## config.mk

```make
export PLATFORM = sky130hd
export DESIGN_NAME = eeprom_transfer_chunker
export DESIGN_NICKNAME = d
export VERILOG_FILES = /design/src/etc_pkg.sv /design/src/etc_chunk_unit.sv /design/src/eeprom_transfer_chunker.sv
export SDC_FILE = /design/constraint.sdc
export NUM_CORES = 1
export LEC_CHECK = 0
export ABC_AREA = 1
export BUFFER_PORTS_ARGS = -buffer_cell sky130_fd_sc_hd__buf_2
export CORE_ASPECT_RATIO = 0.8
export CORE_MARGIN = 4
export CORE_UTILIZATION = 50
export CTS_CLUSTER_SIZE = 28
export DETAILED_ROUTE_END_ITERATION = 8
export PLACE_DENSITY = 0.66
export SLEW_MARGIN = 20
export SYNTH_ARGS = -nofsm -noshare
export SYNTH_HDL_FRONTEND = slang
export SYNTH_SLANG_ARGS = --single-unit
```

## constraint.sdc

```tcl
create_clock -name aclk -period 6.2 [get_ports aclk]
set_input_delay 0.93 -clock aclk [delete_from_list [all_inputs] [get_ports aclk]]
set_output_delay 0.93 -clock aclk [all_outputs]
set_load 0.005 [all_outputs]
```

## src/etc_pkg.sv

```systemverilog
// Shared types, constants and register codes for the EEPROM transfer chunker.
package etc_pkg;

    localparam int ADDR_WIDTH_DEF        = 17;
    localparam int MAX_REQUEST_BYTES_DEF = 256;

    localparam int CNT_W       = 9;
    localparam int SLAVE_W     = 9;
    localparam int LOCAL_W     = 16;
    localparam int STATUS_W    = 2;
    localparam int LOG2_W      = 4;
    localparam int TOTAL_W     = 18;
    localparam int CFG_INDEX_W = 3;
    localparam int CFG_DATA_W  = 18;
    localparam int RESULT_CAP  = 33;
    localparam int NUM_W       = 6;

    localparam logic [CNT_W-1:0]   LIM_MIN      = 9'd8;
    localparam logic [CNT_W-1:0]   LIM_MAX      = 9'd256;
    localparam logic [LOG2_W-1:0]  PAGE_LOG2_MIN = 4'd3;
    localparam logic [LOG2_W-1:0]  PAGE_LOG2_MAX = 4'd8;

    localparam logic [TOTAL_W-1:0] TOTAL_RESET  = 18'd131072;
    localparam logic [LOG2_W-1:0]  PAGE_RESET   = 4'd7;
    localparam logic [CNT_W-1:0]   WR_MAX_RESET = 9'd128;
    localparam logic [CNT_W-1:0]   IO_LIM_RESET = 9'd128;

    typedef enum logic [CFG_INDEX_W-1:0] {
        CFG_ADDR16_MODE      = 3'd0,
        CFG_NO_READ_ROLLOVER = 3'd1,
        CFG_READ_ONLY        = 3'd2,
        CFG_TOTAL_BYTES      = 3'd3,
        CFG_PAGE_SIZE_LOG2   = 3'd4,
        CFG_WRITE_MAX        = 3'd5,
        CFG_IO_LIMIT         = 3'd6
    } etc_cfg_index_t;

    typedef enum logic [STATUS_W-1:0] {
        STS_XFER       = 2'd0,
        STS_EMPTY_READ = 2'd1,
        STS_RANGE      = 2'd2,
        STS_REFUSED    = 2'd3
    } etc_status_t;

    // limits as seen by the chunk unit, already saturated
    typedef struct packed {
        logic               addr16;
        logic               no_rollover;
        logic [CNT_W-1:0]   rd_lim;
        logic [CNT_W-1:0]   wr_lim;
        logic [LOG2_W-1:0]  page_log2;
    } etc_lim_t;

endpackage

```

## src/etc_chunk_unit.sv

```systemverilog
// Chunk size unit: bytes of the next transfer from the cursor and the limits.
module etc_chunk_unit (
    input  etc_pkg::etc_lim_t                 lim,
    input  logic                              is_write,
    input  logic [etc_pkg::LOCAL_W-1:0]       local_addr,
    input  logic [etc_pkg::CNT_W-1:0]         bytes_left,
    output logic [etc_pkg::CNT_W-1:0]         chunk
);
    import etc_pkg::*;

    logic [CNT_W-1:0]   cap;
    logic [CNT_W-1:0]   c1;
    logic [CNT_W-1:0]   page_mask;
    logic [CNT_W-1:0]   page_room;
    logic [LOCAL_W:0]   slave_room;

    always_comb begin
        cap        = is_write ? lim.wr_lim : lim.rd_lim;
        c1         = (bytes_left < cap) ? bytes_left : cap;
        page_mask  = (CNT_W'(1) << lim.page_log2) - CNT_W'(1);
        page_room  = (page_mask + CNT_W'(1)) - {1'b0, local_addr[7:0] & page_mask[7:0]};
        slave_room = lim.addr16 ? ((LOCAL_W+1)'(1) << 16) - {1'b0, local_addr}
                                : ((LOCAL_W+1)'(1) << 8) - {9'b0, local_addr[7:0]};
        chunk      = c1;
        if (is_write) begin
            if (c1 > page_room) begin
                chunk = page_room;
            end
        end else if (lim.no_rollover && ({8'b0, c1} > slave_room)) begin
            chunk = slave_room[CNT_W-1:0];
        end
    end

endmodule

```

## src/eeprom_transfer_chunker.sv

```systemverilog
// Top level of the EEPROM transfer chunker: request check and transfer sequencer.
// Splits a read or write request into device transfers, one result per cycle while
// the output is not stalled. A request is accepted, then given a range and permission
// check, then emits one transfer result per chunk, at most 33 for a 256-byte request;
// a refused, out-of-range or empty request gives a single status result instead.
// The single chunk-size unit is shared by every transfer of a request, and the
// input is not ready again until the last result is in the output register.
module eeprom_transfer_chunker #(
    parameter int ADDR_WIDTH        = etc_pkg::ADDR_WIDTH_DEF,
    parameter int MAX_REQUEST_BYTES = etc_pkg::MAX_REQUEST_BYTES_DEF,
    localparam int IN_DATA_W        = ((ADDR_WIDTH + etc_pkg::CNT_W + 7) / 8) * 8,
    localparam int OUT_DATA_W       = ((etc_pkg::SLAVE_W + etc_pkg::LOCAL_W
                                        + etc_pkg::CNT_W + 7) / 8) * 8
) (
    input  logic                                aclk,
    input  logic                                aresetn,
    input  logic                                s_axis_tvalid,
    output logic                                s_axis_tready,
    input  logic [IN_DATA_W-1:0]                s_axis_tdata,  // start_offset, byte_count
    input  logic [0:0]                          s_axis_tuser,  // func
    output logic                                m_axis_tvalid,
    input  logic                                m_axis_tready,
    output logic [OUT_DATA_W-1:0]               m_axis_tdata,  // slave_index, chunk_address, chunk_bytes
    output logic [etc_pkg::STATUS_W-1:0]        m_axis_tuser,  // status
    output logic                                m_axis_tlast,
    input  logic                                cfg_wr_en,
    input  logic [etc_pkg::CFG_INDEX_W-1:0]     cfg_index,
    input  logic [etc_pkg::CFG_DATA_W-1:0]      cfg_wdata
);
    import etc_pkg::*;

    localparam int SUM_W = (ADDR_WIDTH + 1 > TOTAL_W) ? ADDR_WIDTH + 1 : TOTAL_W;
    localparam int XW    = ADDR_WIDTH + LOCAL_W;

    typedef enum logic [1:0] {
        ST_IDLE,
        ST_CHECK,
        ST_RUN
    } state_t;

    // configuration
    logic               addr16_reg;
    logic               no_rollover_reg;
    logic               read_only_reg;
    logic [TOTAL_W-1:0] total_reg;
    logic [LOG2_W-1:0]  page_log2_reg;
    logic [CNT_W-1:0]   wr_max_reg;
    logic [CNT_W-1:0]   io_lim_reg;

    always_ff @(posedge aclk) begin
        if (!aresetn) begin
            addr16_reg      <= 1'b1;
            no_rollover_reg <= 1'b0;
            read_only_reg   <= 1'b0;
            total_reg       <= TOTAL_RESET;
            page_log2_reg   <= PAGE_RESET;
            wr_max_reg      <= WR_MAX_RESET;
            io_lim_reg      <= IO_LIM_RESET;
        end else if (cfg_wr_en) begin
            unique case (etc_cfg_index_t'(cfg_index))
                CFG_ADDR16_MODE:      addr16_reg      <= cfg_wdata[0];
                CFG_NO_READ_ROLLOVER: no_rollover_reg <= cfg_wdata[0];
                CFG_READ_ONLY:        read_only_reg   <= cfg_wdata[0];
                CFG_TOTAL_BYTES:      total_reg       <= cfg_wdata[TOTAL_W-1:0];
                CFG_PAGE_SIZE_LOG2:   page_log2_reg   <= cfg_wdata[LOG2_W-1:0];
                CFG_WRITE_MAX:        wr_max_reg      <= cfg_wdata[CNT_W-1:0];
                CFG_IO_LIMIT:         io_lim_reg      <= cfg_wdata[CNT_W-1:0];
                default: ;
            endcase
        end
    end

    etc_lim_t lim;

    always_comb begin
        lim.addr16      = addr16_reg;
        lim.no_rollover = no_rollover_reg;
        lim.rd_lim      = (io_lim_reg < LIM_MIN) ? LIM_MIN
                        : ((io_lim_reg > LIM_MAX) ? LIM_MAX : io_lim_reg);
        lim.wr_lim      = (wr_max_reg < LIM_MIN) ? LIM_MIN
                        : ((wr_max_reg > LIM_MAX) ? LIM_MAX : wr_max_reg);
        lim.page_log2   = (page_log2_reg < PAGE_LOG2_MIN) ? PAGE_LOG2_MIN
                        : ((page_log2_reg > PAGE_LOG2_MAX) ? PAGE_LOG2_MAX : page_log2_reg);
    end

    // sequencer
    state_t                 state_reg, state_next;
    logic                   wr_reg, wr_next;
    logic [ADDR_WIDTH-1:0]  cursor_reg, cursor_next;
    logic [CNT_W-1:0]       left_reg, left_next;
    logic [NUM_W-1:0]       num_reg, num_next;
    logic                   ovalid_reg, ovalid_next;
    logic [SLAVE_W-1:0]     oslave_reg, oslave_next;
    logic [LOCAL_W-1:0]     oaddr_reg, oaddr_next;
    logic [CNT_W-1:0]       obytes_reg, obytes_next;
    logic [STATUS_W-1:0]    ostatus_reg, ostatus_next;
    logic                   olast_reg, olast_next;

    logic                   in_fire;
    logic                   out_free;
    logic [SUM_W-1:0]       space;
    logic [SUM_W-1:0]       total_x;
    logic [SUM_W-1:0]       size;
    logic [SUM_W-1:0]       req_end;
    logic [XW-1:0]          cur_x;
    logic [XW-1:0]          slave_sh;
    logic [LOCAL_W-1:0]     local_addr;
    logic [CNT_W-1:0]       chunk;
    logic [CNT_W-1:0]       left_after;
    logic                   final_xfer;

    etc_chunk_unit u_chunk (
        .lim        (lim),
        .is_write   (wr_reg),
        .local_addr (local_addr),
        .bytes_left (left_reg),
        .chunk      (chunk)
    );

    assign s_axis_tready = (state_reg == ST_IDLE);
    assign in_fire       = s_axis_tvalid && s_axis_tready;
    assign out_free      = !ovalid_reg || m_axis_tready;

    always_comb begin
        space      = SUM_W'(1) << ADDR_WIDTH;
        total_x    = SUM_W'(total_reg);
        size       = (total_x > space) ? space : total_x;
        req_end    = SUM_W'(cursor_reg) + SUM_W'(left_reg);
        cur_x      = XW'(cursor_reg);
        slave_sh   = addr16_reg ? (cur_x >> 16) : (cur_x >> 8);
        local_addr = addr16_reg ? cur_x[LOCAL_W-1:0] : {8'b0, cur_x[7:0]};
        left_after = left_reg - chunk;
        final_xfer = (left_after == '0) || (num_reg == NUM_W'(RESULT_CAP - 1));

        state_next   = state_reg;
        wr_next      = wr_reg;
        cursor_next  = cursor_reg;
        left_next    = left_reg;
        num_next     = num_reg;
        ovalid_next  = ovalid_reg && !m_axis_tready;
        oslave_next  = oslave_reg;
        oaddr_next   = oaddr_reg;
        obytes_next  = obytes_reg;
        ostatus_next = ostatus_reg;
        olast_next   = olast_reg;

        unique case (state_reg)
            ST_IDLE: begin
                if (in_fire) begin
                    wr_next     = s_axis_tuser[0];
                    cursor_next = s_axis_tdata[ADDR_WIDTH-1:0];
                    left_next   = s_axis_tdata[ADDR_WIDTH +: CNT_W];
                    num_next    = '0;
                    state_next  = ST_CHECK;
                end
            end
            ST_CHECK: begin
                if (out_free) begin
                    oslave_next = '0;
                    oaddr_next  = '0;
                    obytes_next = '0;
                    olast_next  = 1'b1;
                    state_next  = ST_IDLE;
                    if (left_reg == '0) begin
                        ovalid_next  = 1'b1;
                        ostatus_next = wr_reg ? STS_RANGE : STS_EMPTY_READ;
                    end else if ((left_reg > CNT_W'(MAX_REQUEST_BYTES)) || (req_end > size)) begin
                        ovalid_next  = 1'b1;
                        ostatus_next = STS_RANGE;
                    end else if (wr_reg && read_only_reg) begin
                        ovalid_next  = 1'b1;
                        ostatus_next = STS_REFUSED;
                    end else begin
                        state_next = ST_RUN;
                    end
                end
            end
            ST_RUN: begin
                if (out_free) begin
                    ovalid_next  = 1'b1;
                    oslave_next  = slave_sh[SLAVE_W-1:0];
                    oaddr_next   = local_addr;
                    obytes_next  = chunk;
                    ostatus_next = STS_XFER;
                    olast_next   = final_xfer;
                    cursor_next  = ADDR_WIDTH'(cursor_reg + ADDR_WIDTH'(chunk));
                    left_next    = left_after;
                    num_next     = num_reg + NUM_W'(1);
                    if (final_xfer) begin
                        left_next  = '0;
                        state_next = ST_IDLE;
                    end
                end
            end
            default: state_next = ST_IDLE;
        endcase
    end

    always_ff @(posedge aclk) begin
        if (!aresetn) begin
            state_reg  <= ST_IDLE;
            wr_reg     <= 1'b0;
            cursor_reg <= '0;
            left_reg   <= '0;
            num_reg    <= '0;
            ovalid_reg <= 1'b0;
        end else begin
            state_reg  <= state_next;
            wr_reg     <= wr_next;
            cursor_reg <= cursor_next;
            left_reg   <= left_next;
            num_reg    <= num_next;
            ovalid_reg <= ovalid_next;
        end
        oslave_reg  <= oslave_next;
        oaddr_reg   <= oaddr_next;
        obytes_reg  <= obytes_next;
        ostatus_reg <= ostatus_next;
        olast_reg   <= olast_next;
    end

    assign m_axis_tvalid = ovalid_reg;
    assign m_axis_tdata  = OUT_DATA_W'({obytes_reg, oaddr_reg, oslave_reg});
    assign m_axis_tuser  = ostatus_reg;
    assign m_axis_tlast  = olast_reg;

    // a running request always has bytes outstanding
    a_run_has_bytes: assert property (@(posedge aclk) disable iff (!aresetn)
        state_reg == ST_RUN |-> left_reg != '0)
        else $error("transfer sequencer running with no bytes left");

    // every transfer result moves at least one byte
    a_xfer_nonempty: assert property (@(posedge aclk) disable iff (!aresetn)
        ovalid_reg && ostatus_reg == STS_XFER |-> obytes_reg != '0)
        else $error("empty transfer emitted");

    // a status-only result closes its request
    a_status_last: assert property (@(posedge aclk) disable iff (!aresetn)
        ovalid_reg && ostatus_reg != STS_XFER |-> olast_reg && obytes_reg == '0)
        else $error("status result not marked last");

endmodule

```

==> results_dict.tcl, run 1 <==
set metrics [dict create \
    status "completed" \
    cts_max_level 4 \
    final.setup.tns_ps 0 \
    synth_area_per_cell_um2 7.19 \
    tightest_slew_ps 1010 \
    synth_area_um2 8570 \
    gp_congestion 0.985 \
    gr-total-overflow 0 \
    clkTransAtPathRegs_ps 60 \
    start_util 0.515 \
    switching_share 0.452 \
    final.period_utilization 0.959 \
    syn_inst 1193 \
    cap_violations 0 \
    viasPerCell 5.47 \
    clkPwrFrac 0.194 \
    max_slew_margin 0.328 \
    period_needed_ps 5940 \
    grt_pass1_vias 7663 \
    synth_xor_area_frac 0.0358 \
    synth-edff-count 37 \
    via_count 8601 \
    netlist-cell-type-count 55 \
    pwr_density_cell_nw_per_um2 508 \
    ys_seq_area_frac 0.314 \
    core_area_um2 16700 \
    cts_sinks 116 \
    async_reset_ff_frac 0 \
    drc 0 \
    crit_slowest_cell "fa_2" \
    fill_cells 1544 \
    fp.dieW_um 154 \
    hold_buffers 0 \
    cp-start-kind "register" \
    die_h_um 125 \
    antenna_found_initial 0 \
    first_pass_iters 5 \
    ant_nets 0 \
    clockBufferDepth 2 \
    fin_nets 1485 \
    drtIter0Drc 635 \
    area_growth_pct 22.0 \
    path_max_fanout 8 \
    final_hold_viol_count 0 \
    synth_compound_area_frac 0.185 \
    antennaDiodeCount 0 \
    seq_power_share 0.208 \
    ys_dominant_reg_cell "dfxtp_1" \
    synth_simple_gate_area_share 0.233 \
    timing.fmax_mhz 168 \
    pwr-share-comb 0.597 \
    synth_fa_ha_area_frac 0.132 \
    grt_pass1_wl_um 39600 \
    vdd_drop_max_v 0.000242 \
    numCtsBuffers 17 \
    clkLatencyLatePin_ps 420 \
    place_area_um2 9570 \
    p_int_w 0.00291 \
    port_buffers 91 \
    synth_seq_cells 116 \
    die_area_um2 19300 \
    cts_tree "yes" \
    root_buffer "clkbuf_16" \
    power_switching_w 0.00240 \
    io_pins 104 \
    p_leak_nw 4.97 \
    wire_per_inst_um 16.6 \
    hold_path_class "reg -> reg" \
    final_area_um2 10500 \
    setup_viol 0 \
    synth_top_family_by_area "simple AND/OR/NAND/NOR gates" \
    crit_top_cell "nand2_1" \
    yosysWarnings 0 \
    fin_skew_ps 8.85 \
    drt_wl_total_um 26100 \
    synthMuxAreaShare 0 \
    crit_arrival_ps 6250 \
    hpwl_um 19600 \
    required_ps 6500 \
    layout-drive-gt1-share 0.195 \
    drv_slew 0 \
    grt_max_degree 56 \
    rows 42 \
    max_stage_delay_ps 380 \
    crit_path_end_kind "register" \
    critPathKind "reg -> reg" \
    grt_usage 0.258 \
    largest_register_ffs 18 \
]
power groups by stage:
stage	clock network (W)	registers, W	logic [W]
detailed placement	0	0.00112	0.00288
finish	0.00103	0.00111	0.00317
global route	0.00107	0.00112	0.00352
CTS	0.00104	0.00110	0.00292
floorplan	0	0.00110	0.00187
global placement	0	0.00111	0.00284
critical path, delay by kind of cell, from the launching register on:
family | cells | cell delay (ps)
xor gates and xnor gates | 1 | 170
and+or+nand+nor | 18 | 2100
adders and majority gates | 4 | 1190
DFF | 1 | 360
AOI/OAI and AO/OA | 8 | 1370
buffers and inverters | 6 | 630
placed cells by master, fill, tap and decap left out, types with 17 or more instances in the layout:
| cell | n |
|---|---|
| nor2_1 | 113 |
| ha_1 | 82 |
| edfxtp_1 | 37 |
| nand3_1 | 48 |
| o211ai_1 | 21 |
| dfxtp_1 | 78 |
| inv_1 | 165 |
| o21ai_0 | 77 |
| buf_4 | 68 |
| nor3_1 | 20 |
| buf_2 | 91 |
| nand2_1 | 207 |
| clkbuf_16 | 17 |
| nand4_1 | 20 |
| a21oi_1 | 111 |
| xor2_1 | 28 |
cell usage after synthesis, types with 5 or more instances:
cell type	number	area share
o211ai_1	21	0.018
clkbuf_1	30	0.013
o21a_1	5	0.0044
xor2_1	28	0.029
nor3_1	23	0.013
nor2_1	118	0.052
dfxtp_1	79	0.18
xnor2_1	7	0.0072
a31oi_1	10	0.0073
o21ai_0	91	0.053
inv_1	168	0.074
buf_4	9	0.0079
ha_1	84	0.12
edfxtp_1	37	0.13
nor4_1	5	0.0036
nand2_1	212	0.093
nand3_1	51	0.030
o21ai_1	6	0.0035
a21oi_1	117	0.068
nand4_1	20	0.015
what timing repair did:
item | CTS | global route
setup buffers | 0 | 11
pin swaps | 0 | 23
setup endpoints to repair | 11 | 25
gates cloned | 0 | 1
resized for setup | 5 | 57
layout make-up:
type	instances	area [um2]	area share
inverter	174	656	0.0627
clock buffer	18	429	0.0410
tap	220	275	0.0263
clock inverter	14	179	0.0171
multi-input combinational	870	5260	0.503
timing repair buffer	159	966	0.0924
sequential	116	2690	0.258
through the flow:
step / setup slack (ps) / hold slack, ps / power [W] / std cells / util
after global routing: -132 / 498 / 0.00571 / 1571 / 0.628
final: 256 / 481 / 0.00531 / 1571 / 0.628
after global placement: -66.2 / 463 / 0.00396 / 1527 / 0.575
after detailed placement: -98.3 / 468 / 0.00400 / 1527 / 0.575
after floorplan: 739 / 444 / 0.00297 / 1201 / -
after CTS: 13.5 / 480 / 0.00506 / 1559 / 0.612
routing by layer:
layer  wire length [um]  share of wire  GRT usage
met5                  0              0          0
met4                481          0.018     0.0758
met3               2590          0.099     0.0670
met2              11100           0.42      0.375
met1              12000           0.46      0.378
worst paths after layout:
check                                            endpoint  cells after the start                       start  slack, ps
worst max-delay path             left_reg[3]$_SDFFE_PN0P_                     37  wr_max_reg[4]$_SDFFE_PN0P_        260
worst min-delay path            total_reg[9]$_SDFFE_PN0P_                      2   total_reg[9]$_SDFFE_PN0P_        480
worst min register to register  total_reg[9]$_SDFFE_PN0P_                      2   total_reg[9]$_SDFFE_PN0P_        480
worst max register to register   left_reg[3]$_SDFFE_PN0P_                     37  wr_max_reg[4]$_SDFFE_PN0P_        260
kinds of logic after synthesis:
group                      count (synthesis)
buffers and inverters                    216
other                                      2
DFF                                      116
AOI/OAI and AO/OA                        280
and+or+nand+nor                          456
adders and majority gates                 88
xor gates and xnor gates                  35
Note: power is estimated with default switching activity, not from simulation.
==> inputs of run 2 (changes only) <==
--- a/config.mk
+++ b/config.mk
@@ -13,5 +13,6 @@
 export CTS_CLUSTER_SIZE = 28
 export DETAILED_ROUTE_END_ITERATION = 8
-export PLACE_DENSITY = 0.66
+export PLACE_DENSITY = 0.69
+export SKIP_CTS_REPAIR_TIMING = 1
 export SLEW_MARGIN = 20
 export SYNTH_ARGS = -nofsm -noshare
==> constraint.sdc (replaced) <==
create_clock -name aclk -period 5.1 [get_ports aclk]
set_input_delay 0.255 -clock aclk [delete_from_list [all_inputs] [get_ports aclk]]
set_output_delay 0.255 -clock aclk [all_outputs]
set_load 0.005 [all_outputs]
==> run 2 against run 1 <==
The run now ends with negative setup slack left; global-route usage grew 1.7 points; clock skew rose by 0.83 ps; sequential cell count unchanged; critical path depth rose by 3; wire length grew 15%; power rose by 50%; first-iteration DRC count up 46%; worst hold slack worse by 440 ps; clock power is 29% higher; via count increased by 10%; fmax is 1.6% higher; largest power group unchanged; highest routed layer unchanged.
==> results_dict.tcl, run 2 (synthesized netlist as in run 1, its figures left out) <==
set metrics [dict create \
    p_leak_nw 5.59 \
    pwr-share-comb 0.667 \
    status "finished, violations left" \
    r2r-start "io_lim_reg[3]$_SDFFE_PN0P_" \
    antennaDiodeCount 0 \
    io_pins 104 \
    power_switching_w 0.00358 \
    pwr_density_cell_nw_per_um2 656 \
    wire_per_inst_um 17.9 \
    drv_slew 0 \
    required_ps 5440 \
    fin_ws_ps -753 \
    setup_viol 27 \
    hold_path_class "in -> reg" \
    path_buf_inv 5 \
    tightest_slew_ps 1110 \
    pre_cts_ws_ps -703 \
    vdd_drop_max_v 0.000366 \
    ant_nets 0 \
    crit_path_end_kind "register" \
    r2r_end "cursor_reg[13]$_SDFFE_PN0P_" \
    gr-total-overflow 0 \
    start_util 0.515 \
    r2r_cells 40 \
    timing.fmax_mhz 171 \
    cap_violations 0 \
    final_common_cell "nand2_1" \
    drc 0 \
    drt_wl_total_um 30000 \
    rows 42 \
    numCtsBuffers 17 \
    port_buffers 91 \
    top_usage_layer "met2" \
    cp-start-kind "register" \
    die_h_um 125 \
    reg2reg_slack_ps -750 \
    drtIter0Drc 925 \
    crit_path_end "cursor_reg[13]$_SDFFE_PN0P_" \
    clkPwrFrac 0.167 \
    crit_slowest_cell "a32oi_2" \
    critPathKind "reg -> reg" \
    path_delay_family "simple AND/OR/NAND/NOR gates" \
    hpwl_um 20600 \
    final.period_utilization 1.15 \
    largest_register_ffs 18 \
    max_stage_delay_ps 340 \
    crit_start "io_lim_reg[3]$_SDFFE_PN0P_" \
    cp.depth 40 \
    first_pass_iters 6 \
    die_area_um2 19300 \
    grt_pass1_vias 8407 \
    grt_max_degree 56 \
    core_area_um2 16700 \
    period_needed_ps 5850 \
    fp.dieW_um 154 \
    path_max_fanout 8 \
    use_met3 0.0598 \
    switching_share 0.451 \
    crit_top_cell "nand2_1" \
    clkLatencyLatePin_ps 430 \
    cts_sinks 116 \
    total_power_w 0.00794 \
    final_cell_mix "179 x nand2_1, 159 x buf_4, 151 x inv_1, 105 x nor2_1, 94 x a21oi_1" \
    antenna_found_initial 0 \
    gp_congestion 0.996 \
    seq_power_share 0.165 \
    p_int_w 0.00436 \
    root_buffer "clkbuf_16" \
    cts_tree "yes" \
    fin_skew_ps 9.68 \
    viasPerCell 5.66 \
    cts_max_level 4 \
    fin_util 0.726 \
    via_count 9483 \
    clockBufferDepth 2 \
    grt_pass1_wl_um 42600 \
    layout-drive-gt1-share 0.340 \
    final_hold_viol_count 0 \
    area_growth_pct 41.1 \
    fin_nets 1590 \
    grtUsageMet2 0.419 \
    grt_usage 0.275 \
    globalRouteMet1Util 0.394 \
    rsz0062_at_grt "true" \
    crit_arrival_ps 6200 \
    violations "negative setup slack" \
    max_slew_margin 0.262 \
    clkTransAtPathRegs_ps 60 \
]
run 2: cell types whose count changed in the layout (fill, tap and decap cells not counted), moves of 13 or more:
cell and change:
ha_4 +22, a21oi_1 -17, nand3_1 -13, inv_1 -14, buf_6 +14, ha_1 -21, nand2_2 +22, nand2_1 -28
buf_4 +91, inv_2 +13
run 2: layout make-up:
cell class	instances	area [um2]
clock buffer	17	425
clock inverter	15	218
fill	1243	4560
inverter	174	663
multi-input combinational	870	6010
sequential	116	2700
tap	220	275
timing repair buffer	264	1810
run 2: routing by layer:
layer	routed length (um)	up-vias
li1	-	4516
met1	12500	4388
met2	13300	495
met3	3320	84
met4	866	0
met5	0	-
run 2: through the flow:
step / std cells / area (um2) / hold slack [ps] / setup TNS, ps
4_1_cts: 1646 / 10900 / 34.3 / -15630
6_report: 1676 / 12100 / 39.6 / -12960
3_5_place_dp: 1614 / 10300 / 464 / -13290
2_1_floorplan: 1201 / 8660 / 381 / 0
5_1_grt: 1676 / 12100 / 47.0 / -21820
3_3_place_gp: 1614 / 10300 / 459 / -8210
run 2: worst reg2reg max path, delay by kind of cell, from the launching register on:
kind	cells	cell delay [ps]
flip-flops	1	320
buffers and inverters	5	550
AND/OR/NAND/NOR	26	2850
adder cells (fa/ha/maj)	3	870
AO/OA/AOI/OAI	6	1190
run 2: power by group through the flow:
stage	registers (W)	clock network, W	logic, W
2_1_floorplan	0.00134	0	0.00235
3_3_place_gp	0.00132	0	0.00393
3_5_place_dp	0.00132	0	0.00399
4_1_cts	0.00130	0.00133	0.00404
5_1_grt	0.00133	0.00137	0.00571
6_report	0.00131	0.00133	0.00529
run 2: worst min path at each step:
stage                         startpoint                             to  slack, ps  depth (start not counted)
2_1_floorplan               cfg_wdata[1]  page_log2_reg[1]$_SDFFE_PN1P_        380                          2
3_3_place_gp   total_reg[5]$_SDFFE_PN0P_      total_reg[5]$_SDFFE_PN0P_        460                          2
3_5_place_dp   total_reg[4]$_SDFFE_PN0P_      total_reg[4]$_SDFFE_PN0P_        460                          2
4_1_cts                    cfg_wdata[17]     total_reg[17]$_SDFFE_PN1P_         30                          3
5_1_grt                    cfg_wdata[14]     total_reg[14]$_SDFFE_PN0P_         50                          3
6_report                   cfg_wdata[17]     total_reg[17]$_SDFFE_PN1P_         40                          3
==> inputs of run 3 (changes only) <==
Settings changed: CORE_UTILIZATION 50 to 54, PLACE_DENSITY 0.69 to 0.74.
==> run 3 against run 2 <==
The flow still finishes with violations (negative setup slack); die area is 7.0% lower; wire length is 3.6% lower; worst setup slack better by 77 ps; sequential power hardly changed; combinational power is 5.7% lower; critical path depth is 2 lower; clock skew is 2.5 ps lower; clock-buffer cell count stayed put; global-route usage is 2.4 points higher; final cell count is 0.54% lower; critical endpoint is now cursor_reg[15]$_SDFFE_PN0P_.
==> results_dict.tcl, run 3 (synthesized netlist as in run 1, its figures left out) <==
set metrics [dict create \
    regArea_um2 2700 \
    tightest_slew_ps 968 \
    gp_congestion 1.01 \
    final.setup.tns_ps -12340 \
    drv_slew 0 \
    grt_max_degree 56 \
    die_area_um2 18000 \
    clkLatencyLatePin_ps 420 \
    cts_tree "yes" \
    vdd_drop_max_v 0.000363 \
    violations "negative setup slack" \
    clkTransAtPathRegs_ps 60 \
    wire_per_inst_um 17.3 \
    grt_usage 0.299 \
    pwr-share-comb 0.662 \
    crit_slowest_cell "dfxtp_1" \
    r2r_cells 38 \
    layout-drive-gt1-share 0.319 \
    final_area_um2 11800 \
    ant_nets 0 \
    max_stage_delay_ps 330 \
    final_hold_viol_count 0 \
    place_area_um2 10300 \
    clockBufferDepth 2 \
    crit_path_end_kind "register" \
    clkPwrFrac 0.163 \
    path_buf_inv 7 \
    grt_pass1_vias 8114 \
    grt_pass1_wl_um 42200 \
    fp.dieW_um 149 \
    cp-start-kind "register" \
    period_needed_ps 5780 \
    fin_ws_ps -677 \
    routed-wl-met3_um 3160 \
    drt-met1-wl_um 12200 \
    numCtsBuffers 17 \
    cts_max_level 4 \
    fin_util 0.772 \
    rows 40 \
    antenna_found_initial 0 \
    hold_ws_ps 46.6 \
    largest_register_ffs 18 \
    multi_input_comb_area_um2 5790 \
    fin_skew_ps 7.15 \
    routed.top_layer "met4" \
    required_ps 5440 \
    hold_path_class "in -> reg" \
    final_cell_mix "189 x nand2_1, 166 x buf_4, 154 x inv_1, 107 x nor2_1, 98 x a21oi_1" \
    fill_cells 1047 \
    timing.fmax_mhz 173 \
    reg2reg_slack_ps -680 \
    die_h_um 121 \
    crit_path_end "cursor_reg[15]$_SDFFE_PN0P_" \
    setup_viol 26 \
    drc 0 \
    switching_share 0.450 \
    cp.depth 38 \
    total_power_w 0.00753 \
    core_area_um2 15300 \
    p_int_w 0.00414 \
    pwr_density_cell_nw_per_um2 639 \
    drt_wl_total_um 28900 \
    power_switching_w 0.00339 \
    max_slew_margin 0.353 \
    crit_top_cell "nand2_1" \
    critPathKind "reg -> reg" \
    seq_power_share 0.175 \
    drtIter0Drc 930 \
    crit_arrival_ps 6120 \
    via_count 9351 \
    antennaDiodeCount 0 \
    first_pass_iters 6 \
    status "finished, violations left" \
    io_pins 104 \
    start_util 0.562 \
    path_max_fanout 10 \
    port_buffers 91 \
    crit_start "wr_max_reg[0]$_SDFFE_PN0P_" \
    p_leak_nw 5.56 \
    r2r-start "wr_max_reg[0]$_SDFFE_PN0P_" \
    final.period_utilization 1.13 \
    cap_violations 0 \
    area_growth_pct 37.5 \
    fin_nets 1591 \
    root_buffer "clkbuf_16" \
    gr-total-overflow 0 \
    r2r_end "cursor_reg[15]$_SDFFE_PN0P_" \
    viasPerCell 5.61 \
    path_delay_family "simple AND/OR/NAND/NOR gates" \
    final_common_cell "nand2_1" \
    cts_sinks 116 \
    rsz0062_at_grt "true" \
    hpwl_um 20500 \
    route.met2.wl_um 12700 \
]
## run 3: cell types whose count changed in the layout (fill, tap and decap cells not counted), sizes merged
cell      change
buf           -2
bufinv        -2
inv           -1
nand2         +2
clkinv        +3
clkinvlp      +1
## run 3: worst register-to-register path, delay by kind of cell, from the launching register on
kind / cells / cell delay (ps)
compound gates: 7 / 840
fa+ha+maj: 3 / 830
buf+inv: 7 / 780
flops: 1 / 330
simple gates: 21 / 2910
## run 3: area by class of cell
| cell class | instances | area share |
|---|---|---|
| Multi-Input combinational cell | 872 | 0.491 |
| Sequential cell | 116 | 0.229 |
| Timing Repair Buffer | 262 | 0.149 |
| Timing Repair inverter | 1 | 0.000531 |
| Inverter | 174 | 0.0567 |
| Clock inverter | 15 | 0.0149 |
| Tap cell | 210 | 0.0223 |
| Clock buffer | 17 | 0.0361 |
## run 3: metrics by stage
step / setup WS (ps) / cells
2_1_floorplan: 6.66 / 1201
3_3_place_gp: -663 / 1608
3_5_place_dp: -715 / 1608
4_1_cts: -777 / 1640
5_1_grt: -930 / 1667
6_report: -677 / 1667
## run 3: layer usage
layer,global-route usage,up-vias
li1,-,4513
met1,0.432,4276
met2,0.444,494
met3,0.0719,68
met4,0.0881,0
met5,0,-
## run 3: worst min path at each step
stage,startpoint,to,cells past startpoint
after floorplan,cfg_wdata[1],page_log2_reg[1]$_SDFFE_PN1P_,2
after global placement,total_reg[0]$_SDFFE_PN0P_,total_reg[0]$_SDFFE_PN0P_,2
after detailed placement,total_reg[0]$_SDFFE_PN0P_,total_reg[0]$_SDFFE_PN0P_,2
after CTS,cfg_wdata[17],total_reg[17]$_SDFFE_PN1P_,3
after global routing,cfg_wdata[17],total_reg[17]$_SDFFE_PN1P_,3
final,cfg_wdata[17],total_reg[17]$_SDFFE_PN1P_,3
## run 3: power groups by stage
| stage | logic [W] | clock network, W | registers (W) |
|---|---|---|---|
| after floorplan | 0.00235 | 0 | 0.00134 |
| after global placement | 0.00397 | 0 | 0.00132 |
| after detailed placement | 0.00402 | 0 | 0.00132 |
| after CTS | 0.00407 | 0.00123 | 0.00131 |
| after global routing | 0.00540 | 0.00128 | 0.00133 |
| final | 0.00499 | 0.00123 | 0.00132 |
